File: src/hdl/swsr_pkg.sv
// shared types and constants for the single-wire sensor reader
`default_nettype none

package swsr_pkg;

  // field widths
  localparam int unsigned LowTicksW  = 21;
  localparam int unsigned ShortTicksW = 10;
  localparam int unsigned ByteCountW = 4;
  localparam int unsigned CfgIndexW  = 3;
  localparam int unsigned CfgDataW   = 21;

  // configuration register indexes
  localparam logic [CfgIndexW-1:0] CFG_START_LOW    = 3'd0;
  localparam logic [CfgIndexW-1:0] CFG_START_HIGH   = 3'd1;
  localparam logic [CfgIndexW-1:0] CFG_RESP_FIRST   = 3'd2;
  localparam logic [CfgIndexW-1:0] CFG_RESP_SECOND  = 3'd3;
  localparam logic [CfgIndexW-1:0] CFG_BIT_SAMPLE   = 3'd4;
  localparam logic [CfgIndexW-1:0] CFG_BYTES_PER_RD = 3'd5;

  // configuration reset values
  localparam logic [LowTicksW-1:0]   RST_START_LOW   = 21'd1200000;
  localparam logic [ShortTicksW-1:0] RST_START_HIGH  = 10'd30;
  localparam logic [ShortTicksW-1:0] RST_RESP_FIRST  = 10'd40;
  localparam logic [ShortTicksW-1:0] RST_RESP_SECOND = 10'd80;
  localparam logic [ShortTicksW-1:0] RST_BIT_SAMPLE  = 10'd40;
  localparam logic [ByteCountW-1:0]  RST_BYTES       = 4'd5;

  // line drive codes
  localparam logic [1:0] DRIVE_RELEASE = 2'd0;
  localparam logic [1:0] DRIVE_LOW     = 2'd1;
  localparam logic [1:0] DRIVE_HIGH    = 2'd2;

  // response status codes
  localparam logic [1:0] RESP_NONE = 2'd0;
  localparam logic [1:0] RESP_OK   = 2'd1;
  localparam logic [1:0] RESP_BAD  = 2'd2;

  // transaction phases
  typedef enum logic [3:0] {
    PH_IDLE          = 4'd0,
    PH_START_LOW     = 4'd1,
    PH_START_HIGH    = 4'd2,
    PH_RESP_FIRST    = 4'd3,
    PH_RESP_SECOND   = 4'd4,
    PH_RESP_WAIT_LOW = 4'd5,
    PH_BIT_WAIT_HIGH = 4'd6,
    PH_BIT_DELAY     = 4'd7,
    PH_BIT_WAIT_LOW  = 4'd8
  } phase_e;

  // configuration register set
  typedef struct packed {
    logic [LowTicksW-1:0]   start_low_ticks;
    logic [ShortTicksW-1:0] start_high_ticks;
    logic [ShortTicksW-1:0] response_first_ticks;
    logic [ShortTicksW-1:0] response_second_ticks;
    logic [ShortTicksW-1:0] bit_sample_ticks;
    logic [ByteCountW-1:0]  bytes_per_read;
  } cfg_t;

  // one result item
  typedef struct packed {
    logic [1:0] line_drive;
    logic       status_valid;
    logic [1:0] response_status;
    logic       byte_valid;
    logic [7:0] byte_data;
    logic       last_byte;
    logic       busy_res;
  } res_t;

endpackage

`default_nettype wire

File: src/hdl/swsr_core.sv
// protocol state and per-tick step logic of the sensor reader
`default_nettype none

module swsr_core #(
  parameter int unsigned MAX_BYTES = 8
) (
  input  wire logic            clk_i,
  input  wire logic            rst_ni,
  input  wire logic            step_i,
  input  wire logic            start_i,
  input  wire logic            line_i,
  input  wire swsr_pkg::cfg_t  cfg_i,
  output swsr_pkg::res_t       res_o
);
  import swsr_pkg::*;

  localparam int unsigned ByteIdxW = (MAX_BYTES > 1) ? $clog2(MAX_BYTES + 1) : 1;
  localparam int unsigned TotalW   = ByteCountW + 1;

  phase_e                 phase_q, phase_d;
  logic [LowTicksW-1:0]   tick_q, tick_d;
  logic [2:0]             bit_q, bit_d;
  logic [7:0]             shift_q, shift_d;
  logic [ByteIdxW-1:0]    byte_q, byte_d;

  phase_e                 ph;
  logic [LowTicksW-1:0]   tc;
  logic [2:0]             bi;
  logic [7:0]             sb;
  logic [ByteIdxW-1:0]    byi;
  logic [LowTicksW-1:0]   lim;
  logic [LowTicksW-1:0]   lim_eff;
  logic [LowTicksW-1:0]   tc_inc;
  logic                   done;
  logic [TotalW-1:0]      total;
  logic [TotalW-1:0]      byi_inc;

  // bytes per transaction, clamped to one through MAX_BYTES
  always_comb begin
    if (cfg_i.bytes_per_read == '0) begin
      total = TotalW'(1);
    end else if (TotalW'(cfg_i.bytes_per_read) > TotalW'(MAX_BYTES)) begin
      total = TotalW'(MAX_BYTES);
    end else begin
      total = TotalW'(cfg_i.bytes_per_read);
    end
  end

  // one tick of the protocol
  always_comb begin
    ph  = phase_q;
    tc  = tick_q;
    bi  = bit_q;
    sb  = shift_q;
    byi = byte_q;
    res_o = '0;

    // start only from idle
    if (ph == PH_IDLE && start_i) begin
      ph  = PH_START_LOW;
      tc  = '0;
      bi  = '0;
      sb  = '0;
      byi = '0;
    end
    res_o.busy_res = (ph != PH_IDLE);

    // delay limit of the current phase, zero acts as one
    unique case (ph)
      PH_START_LOW:   lim = cfg_i.start_low_ticks;
      PH_START_HIGH:  lim = LowTicksW'(cfg_i.start_high_ticks);
      PH_RESP_FIRST:  lim = LowTicksW'(cfg_i.response_first_ticks);
      PH_RESP_SECOND: lim = LowTicksW'(cfg_i.response_second_ticks);
      default:        lim = LowTicksW'(cfg_i.bit_sample_ticks);
    endcase
    lim_eff = (lim == '0) ? LowTicksW'(1) : lim;
    tc_inc  = tc + LowTicksW'(1);
    done    = (tc_inc >= lim_eff);
    byi_inc = TotalW'(byi) + TotalW'(1);

    phase_d = ph;
    tick_d  = tc;
    bit_d   = bi;
    shift_d = sb;
    byte_d  = byi;

    unique case (ph)
      PH_IDLE: begin
        phase_d = PH_IDLE;
      end
      PH_START_LOW: begin
        res_o.line_drive = DRIVE_LOW;
        tick_d = done ? '0 : tc_inc;
        if (done) phase_d = PH_START_HIGH;
      end
      PH_START_HIGH: begin
        res_o.line_drive = DRIVE_HIGH;
        tick_d = done ? '0 : tc_inc;
        if (done) phase_d = PH_RESP_FIRST;
      end
      PH_RESP_FIRST: begin
        tick_d = done ? '0 : tc_inc;
        if (done) begin
          if (!line_i) begin
            phase_d = PH_RESP_SECOND;
          end else begin
            res_o.status_valid    = 1'b1;
            res_o.response_status = RESP_NONE;
            phase_d = PH_RESP_WAIT_LOW;
          end
        end
      end
      PH_RESP_SECOND: begin
        tick_d = done ? '0 : tc_inc;
        if (done) begin
          res_o.status_valid    = 1'b1;
          res_o.response_status = line_i ? RESP_OK : RESP_BAD;
          phase_d = PH_RESP_WAIT_LOW;
        end
      end
      PH_RESP_WAIT_LOW: begin
        if (!line_i) phase_d = PH_BIT_WAIT_HIGH;
      end
      PH_BIT_WAIT_HIGH: begin
        if (line_i) begin
          phase_d = PH_BIT_DELAY;
          tick_d  = '0;
        end
      end
      PH_BIT_DELAY: begin
        tick_d = done ? '0 : tc_inc;
        if (done) begin
          shift_d[3'd7 - bi] = line_i;
          phase_d = PH_BIT_WAIT_LOW;
        end
      end
      PH_BIT_WAIT_LOW: begin
        if (!line_i) begin
          if (bi == 3'd7) begin
            res_o.byte_valid = 1'b1;
            res_o.byte_data  = sb;
            bit_d = '0;
            if (byi_inc >= total) begin
              res_o.last_byte = 1'b1;
              phase_d = PH_IDLE;
              byte_d  = '0;
            end else begin
              byte_d  = ByteIdxW'(byi_inc);
              phase_d = PH_BIT_WAIT_HIGH;
            end
          end else begin
            bit_d   = bi + 3'd1;
            phase_d = PH_BIT_WAIT_HIGH;
          end
        end
      end
      default: begin
        phase_d = PH_IDLE;
      end
    endcase
  end

  // state registers advance once per accepted item
  always_ff @(posedge clk_i or negedge rst_ni) begin
    if (!rst_ni) begin
      phase_q <= PH_IDLE;
      tick_q  <= '0;
      bit_q   <= '0;
      shift_q <= '0;
      byte_q  <= '0;
    end else if (step_i) begin
      phase_q <= phase_d;
      tick_q  <= tick_d;
      bit_q   <= bit_d;
      shift_q <= shift_d;
      byte_q  <= byte_d;
    end
  end

endmodule

`default_nettype wire

File: src/hdl/single_wire_sensor_reader_unit.sv
// top level of the single-wire sensor reader: item registers and config registers
//
// channel   direction  handshake                   payload
// s_axis    in         s_axis_tvalid/s_axis_tready  tdata: start_request, line_level
// m_axis    out        m_axis_tvalid/m_axis_tready  tdata, tlast = last_byte
// cfg       in         cfg_valid_i/cfg_ready_o      cfg_index_i, cfg_data_i
//
// one item per clock cycle sustained while the result side is ready; each item passes
// through the input register, then the step logic into the result register
// reset clears the protocol state and loads the default timing registers
// a stalled result holds the result register and then the input register;
// config writes are always taken
`default_nettype none

module single_wire_sensor_reader_unit #(
  parameter int unsigned MAX_BYTES = 8
) (
  input  wire logic        clk_i,
  input  wire logic        rst_ni,
  // input items
  input  wire logic        s_axis_tvalid,
  output logic             s_axis_tready,
  input  wire logic [7:0]  s_axis_tdata,   // [0] start_request, [1] line_level
  // result items
  output logic             m_axis_tvalid,
  input  wire logic        m_axis_tready,
  output logic [15:0]      m_axis_tdata,   // [1:0] line_drive, [2] status_valid,
                                           // [4:3] response_status, [5] byte_valid,
                                           // [13:6] byte_data, [14] busy_res
  output logic             m_axis_tlast,   // last_byte
  // configuration writes
  input  wire logic        cfg_valid_i,
  output logic             cfg_ready_o,
  input  wire logic [swsr_pkg::CfgIndexW-1:0] cfg_index_i,
  input  wire logic [swsr_pkg::CfgDataW-1:0]  cfg_data_i
);
  import swsr_pkg::*;

  cfg_t  cfg_q;
  logic  in_valid_q;
  logic  in_start_q;
  logic  in_line_q;
  logic  out_valid_q;
  res_t  out_q;
  res_t  res;
  logic  advance;

  // configuration registers
  assign cfg_ready_o = 1'b1;

  always_ff @(posedge clk_i or negedge rst_ni) begin
    if (!rst_ni) begin
      cfg_q.start_low_ticks       <= RST_START_LOW;
      cfg_q.start_high_ticks      <= RST_START_HIGH;
      cfg_q.response_first_ticks  <= RST_RESP_FIRST;
      cfg_q.response_second_ticks <= RST_RESP_SECOND;
      cfg_q.bit_sample_ticks      <= RST_BIT_SAMPLE;
      cfg_q.bytes_per_read        <= RST_BYTES;
    end else if (cfg_valid_i) begin
      unique case (cfg_index_i)
        CFG_START_LOW:    cfg_q.start_low_ticks       <= cfg_data_i[LowTicksW-1:0];
        CFG_START_HIGH:   cfg_q.start_high_ticks      <= cfg_data_i[ShortTicksW-1:0];
        CFG_RESP_FIRST:   cfg_q.response_first_ticks  <= cfg_data_i[ShortTicksW-1:0];
        CFG_RESP_SECOND:  cfg_q.response_second_ticks <= cfg_data_i[ShortTicksW-1:0];
        CFG_BIT_SAMPLE:   cfg_q.bit_sample_ticks      <= cfg_data_i[ShortTicksW-1:0];
        CFG_BYTES_PER_RD: cfg_q.bytes_per_read        <= cfg_data_i[ByteCountW-1:0];
        default: ;
      endcase
    end
  end

  // pipeline flow: an item moves on when the result register is free
  assign advance       = in_valid_q && (!out_valid_q || m_axis_tready);
  assign s_axis_tready = !in_valid_q || advance;

  // input register
  always_ff @(posedge clk_i or negedge rst_ni) begin
    if (!rst_ni) begin
      in_valid_q <= 1'b0;
    end else if (s_axis_tready) begin
      in_valid_q <= s_axis_tvalid;
    end
  end

  always_ff @(posedge clk_i) begin
    if (s_axis_tready && s_axis_tvalid) begin
      in_start_q <= s_axis_tdata[0];
      in_line_q  <= s_axis_tdata[1];
    end
  end

  // protocol step
  swsr_core #(
    .MAX_BYTES(MAX_BYTES)
  ) u_core (
    .clk_i  (clk_i),
    .rst_ni (rst_ni),
    .step_i (advance),
    .start_i(in_start_q),
    .line_i (in_line_q),
    .cfg_i  (cfg_q),
    .res_o  (res)
  );

  // result register
  always_ff @(posedge clk_i or negedge rst_ni) begin
    if (!rst_ni) begin
      out_valid_q <= 1'b0;
    end else if (advance) begin
      out_valid_q <= 1'b1;
    end else if (m_axis_tready) begin
      out_valid_q <= 1'b0;
    end
  end

  always_ff @(posedge clk_i) begin
    if (advance) begin
      out_q <= res;
    end
  end

  // output packing
  assign m_axis_tvalid = out_valid_q;
  assign m_axis_tlast  = out_q.last_byte;
  assign m_axis_tdata  = {1'b0, out_q.busy_res, out_q.byte_data, out_q.byte_valid,
                          out_q.response_status, out_q.status_valid, out_q.line_drive};

  // the line is only driven inside a transaction
  a_drive_busy: assert property (@(posedge clk_i) disable iff (!rst_ni)
    out_valid_q && (out_q.line_drive != DRIVE_RELEASE) |-> out_q.busy_res)
    else $error("line driven outside a transaction");

  // status and byte never complete on the same tick
  a_status_byte: assert property (@(posedge clk_i) disable iff (!rst_ni)
    out_valid_q |-> !(out_q.status_valid && out_q.byte_valid))
    else $error("status and byte in the same item");

  // the final byte flag comes only with a byte
  a_last_byte: assert property (@(posedge clk_i) disable iff (!rst_ni)
    out_valid_q && out_q.last_byte |-> out_q.byte_valid && out_q.busy_res)
    else $error("last byte flag without a byte");

  // a held input item is not lost while the result side stalls
  a_hold_input: assert property (@(posedge clk_i) disable iff (!rst_ni)
    in_valid_q && !advance |=> in_valid_q && $stable(in_start_q) && $stable(in_line_q))
    else $error("pending input item changed");

endmodule

`default_nettype wire

File: config.mk
export PLATFORM = sky130hd
export DESIGN_NAME = single_wire_sensor_reader_unit
export DESIGN_NICKNAME = d
export VERILOG_FILES = /design/src/hdl/swsr_pkg.sv /design/src/hdl/swsr_core.sv /design/src/hdl/single_wire_sensor_reader_unit.sv
export SDC_FILE = /design/constraint.sdc
export NUM_CORES = 1
export LEC_CHECK = 0
export BUFFER_PORTS_ARGS = -buffer_cell sky130_fd_sc_hd__buf_2
export CORE_UTILIZATION = 52
export DETAILED_ROUTE_END_ITERATION = 16
export HOLD_SLACK_MARGIN = 0.02
export PLACE_DENSITY = 0.71
export SYNTH_ARGS = -nofsm -noshare
export SYNTH_HDL_FRONTEND = slang
export SYNTH_SLANG_ARGS = --single-unit
File: constraint.sdc
create_clock -name clk_i -period 5 [get_ports clk_i]
set_clock_uncertainty 0.1 [all_clocks]
set_input_delay 0.5 -clock clk_i [delete_from_list [all_inputs] [get_ports clk_i]]
set_output_delay 0.5 -clock clk_i [all_outputs]
set_load 0.05 [all_outputs]
==> impl_results.md, run 1 <==
- Outcome: complete, no violations
- Slew HR: 0.281
- Part of the Yosys area used for sequential elements: 0.464
- Count of endpoints failing setup in the final report: 0
- Die Ht: 118 µm
- Area of the core region: around 13000 µm²
- Clock-pin slew of the registers on the worst-case setup and hold paths: roughly 60 ps
- Endpoint arrival time on the critical path: between 4000 and 5000 ps
- Total standard cell area after synthesis: 6990 µm²
- Post-synthesis compound-gate area fraction: 0.148
- Leakage: about 3.4 nW
- Max-slew violations: 0
- Nets@finish: around 760
- Number of buffers between clock root and the deepest sink: 2
- Number of gates resized after cts: 0
- Proportion of register bits with asynchronous set or reset after synthesis: 0.856
- Critical-path cell list: nor4_4 -> nand2_1 -> and2_1 -> ha_1 -> nand2_1 -> nor2_1 -> nand4_1 -> or2_1 -> nand2_1 -> a21oi_1 -> ha_1 -> nand4_1 -> nor3_2 -> nand4_2 -> o211ai_2 -> nand3_1 -> a32o_1
- Global-route wire length before repair: about 27 mm
- Antenna violations before repair: 0
- Post-Synthesis Net Count: around 700
- Vias: ~5300
- Hold violation count in the final report: 0
- Number of fillers in the final layout: 1062
- Number of buffers added by the clock tree synthesis step: 17
- Number of cell rows: 41
- Commonest non-fill, non-tap cell in the layout: dfrtp_1
- Placed Area: 7360 µm²
- Dominant combinational cell family by area after synthesis: simple AND/OR/NAND/NOR gates
- Adder-cell area share of the yosys netlist: 0.0519
- Delay of the slowest cell on the worst path: between 600 and 700 ps
- Kind of end point of the critical path: flip-flop
- Final standard cell area without fillers: ~8000 µm²
- Max-cap violations: 0
- CP required: between 5000 and 6000 ps
- Synthesized instance count: 644
- Final sum of negative setup slack: 0 ps
- Number of register bits inferred by synthesis: ~130
- Clock latency of the later-clocked register in the worst-skew pair: ~430 ps
- Worst Path Max Fanout: 11
- Min Clock Period, post-route: 4620 ps
- All-layer global routing usage: 0.244
- Number of top-level design ports: 57
- Aggregate routed wire length: between 15 and 20 mm
- Power density of the placed cells: roughly 510 nW/µm²
- P&R area growth vs syn: 13.6%
- Routability congestion estimate: between 0.8 and 0.9
- Final worst-path cycle share: 0.923
- Port bufs: 48
- Distinct cell type count of the synthesized netlist: just over 80
- Class of the most critical hold timing path: input port to flip-flop
- Main flop type after synthesis: dfrtp_1
- Diode insertion count for antenna repair: 0
- Maximum achievable frequency: 0.217 GHz
- Initial drt markers: 256
- Count of synthesis-stage warnings from yosys: 0
- Hold slack final: around 150 ps
- Hpwl dp: between 10 and 15 mm
- Number of global-route vias before repair: 5429
- Crit path top cell by count: nand2_1
- Number of enable flip-flop cells after synthesis: 18
- Hold buffer count at cts: 1
- Largest net degree at the start of global routing: between 50 and 60
- Initial cell density of the core: 0.543
- Clk Tree Root Cell: clkbuf_16
- Synthesized area divided by synthesized cell count: about 11 µm²
- H-tree levels: 4
- Worst-margin pin slew: ~1100 ps
- TritonCTS clock tree: done
- Sinks on Clock Net: about 130
- Via count normalized by instance count: 6.09
- Commonest cells after routing, fill and taps aside: 87 x dfrtp_1, 73 x nand2_1, 63 x mux2_2, 47 x buf_2, 43 x nor2_1
- Per-cell routed wire length: between 15 and 20 µm
- # Post-CTS Setup Buffers: 0
- RSZ-0062 raised after global routing: no
- Startpoint class of the critical path: flip-flop
- WS Path Type: flip-flop to flip-flop
- Floorplan die area: about 14000 µm²
- DRC Markers: 0
- First-pass DRT Iterations: 5
- Share of synthesized area spent on multiplexers: 0.107
- Xor/xnor share of the synthesized area: 0.0226
- Share of final-layout standard cells stronger than drive strength 1: 0.278
- Master of the slowest instance on the critical path: dfrtp_1
- Simple-gate share of the synthesized area: 0.170
- Die Span X: ~120 µm
- Overall overflow remaining after global route: 0
- Maximum VDD drop: between 0.0003 and 0.0004 V
- Remaining number of nets flagged by the antenna check after routing: 0
-- cell usage after synthesis (all sizes together) (9+ instances only) --
master	count	area [µm²]
dfrtp	87	2180
nand2	73	274
mux2	63	709
nor2	44	173
ha	29	363
o21ai	24	120
a21oi	20	100
dfstp	20	526
nand3	20	100
buf	19	135
edfxtp	18	541
a22o	17	149
and3	15	93.8
clkbuf	14	52.6
inv	13	48.8
xor2	13	114
and2	12	75.1
a22oi	11	96.3
nand4	10	68.8
a32o	9	90.1
-- worst max-delay path, delay by kind of cell (launching register included) --
family	cells	cell delay, ps
AND/OR/NAND/NOR	12	2290
AO/OA/AOI/OAI	3	850
adder cells (fa/ha/maj)	2	630
flip-flops	1	620
-- power breakdown --
| part | switching (mW) | internal [mW] | total [mW] | leakage [nW] |
|---|---|---|---|---|
| Sequential | 0.138 | 1.24 | 1.38 | 1.48 |
| Combinational | 0.939 | 0.595 | 1.53 | 1.62 |
| Clock | 0.445 | 0.711 | 1.16 | 0.276 |
| Total | 1.52 | 2.55 | 4.07 | 3.38 |
-- per-stage QoR --
step,setup slack (ps),total power [mW],utilization,std cells
6_report,383,4.07,0.616,877
5_1_grt,88.7,4.33,0.616,877
4_1_cts,414,4.09,0.616,877
3_5_place_dp,496,2.91,0.571,844
3_3_place_gp,666,2.84,0.571,844
2_1_floorplan,961,2.56,-,644
-- cell families (layout without fill, tap and decap cells) --
kind of cell,after synthesis,in the layout
mux,67,67
fa+ha+maj,29,29
xor+xnor,18,18
simple gates,226,226
buf+inv,47,108
flops,125,125
compound gates,130,130
other cells,2,2
-- per-layer routing --
| layer | vias up | track usage | part of all wire |
|---|---|---|---|
| met5 | - | 0 | 0 |
| met4 | 0 | 0.0962 | 0.016 |
| met3 | 23 | 0.0610 | 0.052 |
| met2 | 142 | 0.399 | 0.49 |
| met1 | 2691 | 0.311 | 0.44 |
| li1 | 2483 | - | - |
-- final cells by class --
| cell class | instances | area (µm²) | area share |
|---|---|---|---|
| tap | 172 | 215 | 0.0271 |
| multi-input combinational | 472 | 3510 | 0.442 |
| inverter | 14 | 52.6 | 0.00662 |
| clock inverter | 9 | 57.6 | 0.00725 |
| sequential | 125 | 3240 | 0.409 |
| clock buffer | 23 | 509 | 0.0642 |
| timing repair buffer | 62 | 350 | 0.0442 |
-- registers in the layout, indices dropped and copies added (netlist names) --
signal          cells
cfg_q              65
in_line_q           1
in_start_q          1
in_valid_q          1
m_axis_tdata       15
m_axis_tlast        1
m_axis_tvalid       1
u_core.bit_q        3
u_core.byte_q       4
u_core.phase_q      4
u_core.shift_q      8
u_core.tick_q      21
-- path summary, 6_finish.rpt --
| kind | from | cells past startpoint | endpoint | slack [ps] |
|---|---|---|---|---|
| max in group asynchronous | rst_ni | 3 | u_core.tick_q[5] | 3050 |
| setup / recovery | u_core.phase_q[3] | 17 | u_core.shift_q[1] | 380 |
| setup reg to reg | u_core.phase_q[3] | 17 | u_core.shift_q[1] | 380 |
| hold / removal | s_axis_tdata[0] | 1 | in_start_q | 150 |
| hold reg to reg | in_valid_q | 1 | m_axis_tvalid | 400 |
| min in group asynchronous | rst_ni | 2 | u_core.shift_q[0] | 550 |
Power figures use the tool's default switching activity.
==> inputs of run 2 (changes only) <==
==> constraint.sdc (replaced) <==
create_clock -name clk_i -period 5 [get_ports clk_i]
set_clock_uncertainty 0.1 [all_clocks]
set_input_delay 1 -clock clk_i [delete_from_list [all_inputs] [get_ports clk_i]]
set_output_delay 1 -clock clk_i [all_outputs]
set_load 0.05 [all_outputs]
==> run 2 against run 1 <==
Compared with the run above:
- via count rose by 0.94%
- worst setup slack better by 130 ps
- count of clock-buffer cells in the layout increased by 1
- critical path depth stayed put
- global-route usage is 0.43 points higher
- critical path type unchanged
- critical endpoint unchanged
- largest power group unchanged
- highest routed layer unchanged
==> impl_results.md, run 2 (synthesis results as in run 1) <==
- Global-route wire length before repair: 27.1 mm (was 26.7 mm)
- Most flops, register: cfg_q (unchanged)
- Per-cell routed wire length: 18.4 µm (was 17.8 µm)
- Sinks on Clock Net: 125 (unchanged)
- Slew HR: 0.310 (was 0.281)
- DP Cell Count: 844 (unchanged)
- Number of cell rows: 41 (unchanged)
- Via count normalized by instance count: 6.15 (was 6.09)
- Die Span X: 118 µm (unchanged)
- Startpoint class of the critical path: flip-flop (unchanged)
- Register-to-register path setup slack: 510 ps (was 380 ps)
- Worst Path Max Fanout: 11 (unchanged)
- Largest net degree at the start of global routing: 72 (was 59)
- Nets@finish: 757 (was 758)
- Hold buffer count at cts: 0 (was 1)
- Max FFs per register: 65 (unchanged)
- Clk Tree Root Cell: clkbuf_16 (unchanged)
- Commonest cells after routing, fill and taps aside: 87 x dfrtp_1, 73 x nand2_1, 63 x mux2_2, 47 x buf_2, 43 x nor2_1 (unchanged)
- Final sum of negative setup slack: 0 ps (unchanged)
- Antenna violations before repair: 0 (unchanged)
- Share of power burned in the clock network: 0.304 (was 0.284)
- Power density of the placed cells: 529 nW/µm² (was 513 nW/µm²)
- Endpoint arrival time on the critical path: 4700 ps (was 4830 ps)
- Initial drt markers: 337 (was 256)
- Hold-critical path depth: 1 (unchanged)
- Area of the core region: 12900 µm² (unchanged)
- Clock latency of the later-clocked register in the worst-skew pair: 430 ps (about the same)
- Hpwl dp: 10.9 mm (was 10.8 mm)
- Worst Min Path Start: in_valid_q (was s_axis_tdata[0])
- Share of final-layout standard cells stronger than drive strength 1: 0.276 (was 0.278)
- Number of top-level design ports: 57 (unchanged)
- Cell internal power dissipation: 2.68 mW (was 2.55 mW)
- Maximum achievable frequency: 0.223 GHz (was 0.217 GHz)
- First-pass DRT Iterations: 6 (was 5)
- Worst-margin pin slew: 1030 ps (was 1070 ps)
- End of the worst register-to-register path: u_core.shift_q[1] (unchanged)
- Maximum VDD drop: 0.000358 V (was 0.000345 V)
- Number of buffers between clock root and the deepest sink: 2 (unchanged)
- Diode insertion count for antenna repair: 0 (unchanged)
- Clock-pin slew of the registers on the worst-case setup and hold paths: 60 ps (about the same)
- Kind of end point of the critical path: flip-flop (unchanged)
- Final worst-path cycle share: 0.898 (was 0.923)
- Routability congestion estimate: 0.855 (was 0.842)
- Max-slew violations: 0 (unchanged)
- Leakage: 3.41 nW (was 3.38 nW)
- DRC Markers: 0 (unchanged)
- Class of the most critical hold timing path: flip-flop to flip-flop (was input port to flip-flop)
- Worst reg2reg startpoint: u_core.phase_q[3] (unchanged)
- Hold path endpoint: m_axis_tvalid (was in_start_q)
- CP required: 5210 ps (about the same)
- Vias: 5389 (was 5339)
- WS Path Type: flip-flop to flip-flop (unchanged)
- Remaining number of nets flagged by the antenna check after routing: 0 (unchanged)
- Port bufs: 48 (unchanged)
- Fraction of power spent switching nets: 0.366 (was 0.374)
- RSZ-0062 raised after global routing: no (unchanged)
- Floorplan die area: 13900 µm² (unchanged)
- Number of buffers added by the clock tree synthesis step: 17 (unchanged)
- NetSw: 1.55 mW (was 1.52 mW)
- P&R area growth vs syn: 14.3% (was 13.6%)
- Number of gates resized after cts: 0 (unchanged)
- Overall overflow remaining after global route: 0 (unchanged)
- TritonCTS clock tree: done (unchanged)
- # Post-CTS Setup Buffers: 0 (unchanged)
- Sequential power share: 0.327 (was 0.339)
- Commonest non-fill, non-tap cell in the layout: dfrtp_1 (unchanged)
- Final non-filler cell total: 876 (was 877)
- Proportion of power drawn by combinational gates: 0.369 (was 0.377)
- Number of cells on the worst reg-to-reg path: 17 (unchanged)
- Min Clock Period, post-route: 4490 ps (was 4620 ps)
- Crit. Startpoint: u_core.phase_q[3] (unchanged)
- Count of endpoints failing setup in the final report: 0 (unchanged)
- Hold violation count in the final report: 0 (unchanged)
- Max-cap violations: 0 (unchanged)
- H-tree levels: 4 (unchanged)
- Die Ht: 118 µm (unchanged)
- Initial cell density of the core: 0.543 (unchanged)
- All-layer global routing usage: 0.249 (was 0.244)
- Aggregate routed wire length: 16.1 mm (was 15.6 mm)
- Outcome: complete, no violations (unchanged)
- Number of global-route vias before repair: 5449 (was 5429)
run 2: cell types whose count changed in the layout (fill, tap and decap cells not counted), sizes merged:
cell | previous run | this run
clkbuf | 23 | 24
clkinvlp | 3 | 1
dlygate4sd3 | 1 | 0
bufinv | 0 | 2
inv | 14 | 13
run 2: power by group through the flow:
stage | logic, mW | registers (mW) | clock network (mW)
3_3_place_gp | 1.46 | 1.38 | 0
3_5_place_dp | 1.53 | 1.39 | 0
5_1_grt | 1.71 | 1.41 | 1.34
6_report | 1.56 | 1.38 | 1.28
2_1_floorplan | 1.16 | 1.40 | 0
4_1_cts | 1.55 | 1.38 | 1.30
run 2: metal layers:
| metal | global-route usage | part of all wire | vias up |
|---|---|---|---|
| met1 | 0.311 | 0.43 | 2683 |
| met2 | 0.413 | 0.49 | 175 |
| met4 | 0.118 | 0.026 | 0 |
| li1 | - | - | 2486 |
| met3 | 0.0489 | 0.047 | 45 |
| met5 | 0 | 0 | - |
run 2: worst max-delay path by stage:
| stage | endpoint | slack (ps) | cells past startpoint |
|---|---|---|---|
| after detailed placement | u_core.shift_q[1] | 590 | 17 |
| after global placement | u_core.shift_q[6] | 660 | 17 |
| after global routing | u_core.phase_q[1] | 150 | 17 |
| after floorplan | u_core.shift_q[7] | 960 | 20 |
| final | u_core.shift_q[1] | 510 | 17 |
| after CTS | u_core.shift_q[1] | 550 | 17 |
run 2: area by class of cell:
type                            instances  area, µm²
Tap cell                              172        215
Sequential cell                       125       3240
Fill cell                            1055       4890
Multi-Input combinational cell        472       3510
Clock buffer                           24        526
Clock inverter                          8        100
Timing Repair Buffer                   61        340
Inverter                               14       52.6
run 2: per-stage QoR:
step / power, mW / area, µm² / util / hold slack [ps] / worst slack (ps)
global placement: 2.84 / 7360 / 0.571 / 375 / 662
finish: 4.22 / 7980 / 0.620 / 404 / 512
floorplan: 2.56 / 6990 / - / 357 / 961
detailed placement: 2.93 / 7360 / 0.571 / 391 / 586
CTS: 4.23 / 7980 / 0.620 / 408 / 546
global route: 4.45 / 7980 / 0.620 / 419 / 154
run 2: critical path: stages (launching register included):
cell	delay, ps
dfrtp_1	610
nor4_4	120
nand2_1	120
and2_1	180
ha_1	220
nand2_1	90
nor2_1	330
nand4_1	160
or2_1	290
nand2_1	80
a21oi_1	70
ha_1	400
nand4_1	120
nor3_2	320
nand4_2	240
o211ai_2	500
nand3_1	150
a32o_1	280
==> inputs of run 3 (changes only) <==
--- a/config.mk
+++ b/config.mk
@@ -10,6 +10,8 @@
 export DETAILED_ROUTE_END_ITERATION = 16
 export HOLD_SLACK_MARGIN = 0.02
 export PLACE_DENSITY = 0.71
+export REMOVE_ABC_BUFFERS = 1
+export SLEW_MARGIN = 15
 export SYNTH_ARGS = -nofsm -noshare
 export SYNTH_HDL_FRONTEND = slang
 export SYNTH_SLANG_ARGS = --single-unit
==> run 3 against run 2 <==
Compared with the run above:
- die area unchanged
- via count down 2.7%
- first-iteration DRC count down 12%
==> impl_results.md, run 3 (synthesis results as in run 1) <==
- Outcome: complete, no violations (unchanged)
- TritonCTS clock tree: done (unchanged)
- Share of power burned in the clock network: 0.290 (was 0.304)
- Class of the most critical hold timing path: flip-flop to flip-flop (unchanged)
- Max-slew violations: 0 (unchanged)
- Max-cap violations: 0 (unchanged)
- Crit path top cell by count: nand2_1 (unchanged)
- Leakage: 3.39 nW (was 3.41 nW)
- Core utilization of the finished layout: 0.617 (was 0.620)
- Aggregate routed wire length: 15.3 mm (was 16.1 mm)
- Share of final-layout standard cells stronger than drive strength 1: 0.275 (was 0.276)
- Via count normalized by instance count: 5.97 (was 6.15)
- Number of global-route vias before repair: 5330 (was 5449)
- Hold violation count in the final report: 0 (unchanged)
- Number of fillers in the final layout: 1034 (was 1055)
- Placed Area: 7370 µm² (was 7360 µm²)
- Area of the core region: 12900 µm² (unchanged)
- Largest net degree at the start of global routing: 86 (was 72)
- Maximum achievable frequency: 0.226 GHz (was 0.223 GHz)
- Power density of the placed cells: 518 nW/µm² (was 529 nW/µm²)
- Per-cell routed wire length: 17.5 µm (was 18.4 µm)
- WS Path Type: flip-flop to flip-flop (unchanged)
- P&R area growth vs syn: 13.8% (was 14.3%)
- Clock-pin slew of the registers on the worst-case setup and hold paths: 60 ps (about the same)
- Hpwl dp: 10.5 mm (was 10.9 mm)
- Maximum VDD drop: 0.000332 V (was 0.000358 V)
- GR peak layer: met2 (unchanged)
- Count of endpoints failing setup in the final report: 0 (unchanged)
- Final standard cell area without fillers: 7950 µm² (was 7980 µm²)
- Diode insertion count for antenna repair: 0 (unchanged)
- Floorplan die area: 13900 µm² (unchanged)
- Proportion of power drawn by combinational gates: 0.375 (was 0.369)
- Kind of end point of the critical path: flip-flop (unchanged)
- Slew HR: 0.307 (was 0.310)
- Fraction of met2 tracks used by global routing: 0.393 (was 0.413)
- NetSw: 1.50 mW (was 1.55 mW)
- Cell internal power dissipation: 2.62 mW (was 2.68 mW)
- RSZ-0062 raised after global routing: no (unchanged)
- DP Cell Count: 846 (was 844)
- Hold buffer count at cts: 0 (unchanged)
- Delay of the slowest cell on the worst path: 580 ps (was 610 ps)
- Number of buffers between clock root and the deepest sink: 2 (unchanged)
- Port bufs: 48 (unchanged)
- Number of buffers added by the clock tree synthesis step: 17 (unchanged)
- Met3 capacity usage during global routing: 0.0499 (was 0.0489)
- Fraction of power spent switching nets: 0.365 (was 0.366)
- All-layer global routing usage: 0.239 (was 0.249)
- Worst Path Max Fanout: 12 (was 11)
- Master of the slowest instance on the critical path: dfrtp_1 (unchanged)
- Die Ht: 118 µm (unchanged)
- DRC Markers: 0 (unchanged)
- Overall overflow remaining after global route: 0 (unchanged)
- Global routing met1 resource utilization: 0.312 (was 0.311)
- Commonest non-fill, non-tap cell in the layout: dfrtp_1 (unchanged)
- Worst-margin pin slew: 1040 ps (was 1030 ps)
- Number of top-level design ports: 57 (unchanged)
- Clock latency of the later-clocked register in the worst-skew pair: 420 ps (was 430 ps)
- Sinks on Clock Net: 125 (unchanged)
- Clk Tree Root Cell: clkbuf_16 (unchanged)
- Number of gates resized after cts: 0 (unchanged)
- CP required: 5230 ps (was 5210 ps)
- Sequential power share: 0.335 (was 0.327)
- Register-to-register path setup slack: 580 ps (was 510 ps)
- Commonest cells after routing, fill and taps aside: 87 x dfrtp_1, 73 x nand2_1, 63 x mux2_2, 47 x buf_2, 43 x nor2_1 (unchanged)
- Nets@finish: 759 (was 757)
- Critical-path cell list: nor4_4 -> nand2_1 -> and2_1 -> ha_1 -> nand2_1 -> nor2_1 -> nand4_1 -> or2_1 -> nand2_1 -> a21oi_1 -> ha_1 -> nand4_1 -> nor3_2 -> nand4_2 -> o211a_1 -> or3_1 -> o21ai_0 (was nor4_4 -> nand2_1 -> and2_1 -> ha_1 -> nand2_1 -> nor2_1 -> nand4_1 -> or2_1 -> nand2_1 -> a21oi_1 -> ha_1 -> nand4_1 -> nor3_2 -> nand4_2 -> o211ai_2 -> nand3_1 -> a32o_1)
- Number of cell rows: 41 (unchanged)
- Startpoint class of the critical path: flip-flop (unchanged)
- H-tree levels: 4 (unchanged)
- Routability congestion estimate: 0.807 (was 0.855)
- Most flops, register: cfg_q (unchanged)
- Initial drt markers: 298 (was 337)
- First-pass DRT Iterations: 5 (was 6)
- Final worst-path cycle share: 0.884 (was 0.898)
- Final non-filler cell total: 878 (was 876)
- Antenna violations before repair: 0 (unchanged)
- Min Clock Period, post-route: 4420 ps (was 4490 ps)
- Global-route wire length before repair: 26.4 mm (was 27.1 mm)
- Die Span X: 118 µm (unchanged)
- Vias: 5243 (was 5389)
- Endpoint arrival time on the critical path: 4660 ps (was 4700 ps)
- Initial cell density of the core: 0.543 (unchanged)
- Max FFs per register: 65 (unchanged)
- Remaining number of nets flagged by the antenna check after routing: 0 (unchanged)
- # Post-CTS Setup Buffers: 0 (unchanged)
- Final sum of negative setup slack: 0 ps (unchanged)
## run 3: power by group through the flow
stage | clock (mW) | combinational (mW) | sequential [mW]
after floorplan | 0 | 1.04 | 1.44
after global placement | 0 | 1.47 | 1.38
after detailed placement | 0 | 1.52 | 1.39
after CTS | 1.21 | 1.53 | 1.37
after global routing | 1.26 | 1.70 | 1.40
final | 1.20 | 1.54 | 1.38
## run 3: path summary, 6_finish.rpt
path / from / cells past startpoint / to
min: cfg_q[10] / 1 / cfg_q[10]
max: u_core.phase_q[3] / 17 / u_core.shift_q[6]
min reg2reg: cfg_q[10] / 1 / cfg_q[10]
max in group asynchronous: rst_ni / 2 / cfg_q[29]
max reg2reg: u_core.phase_q[3] / 17 / u_core.shift_q[6]
min in group asynchronous: rst_ni / 1 / u_core.shift_q[5]
## run 3: layer usage
layer / vias to the layer above / routed length [µm]
li1: 2494 / -
met1: 2592 / 6890
met2: 131 / 7460
met3: 26 / 728
met4: 0 / 254
met5: - / 0
## run 3: critical path, delay by kind of cell (launching register included)
family	cells	cell delay, ps
flip-flops	1	580
AND/OR/NAND/NOR	12	2440
adder cells (fa/ha/maj)	2	610
AO/OA/AOI/OAI	3	590
## run 3: layout make-up
class	instances	area, µm²	share of cell area
inverter	14	52.6	0.00661
clock buffer	25	485	0.0611
tap	172	215	0.0271
timing repair buffer	63	359	0.0452
clock inverter	7	87.6	0.0110
sequential	125	3240	0.408
multi-input combinational	472	3510	0.441
## run 3: metrics by stage
step           worst slack [ps]  total power, mW  hold slack [ps]
2_1_floorplan               644             2.48              357
3_3_place_gp                747             2.85              375
3_5_place_dp                660             2.91              394
4_1_cts                     607             4.12              408
5_1_grt                     146             4.36              421
6_report                    578             4.12              407
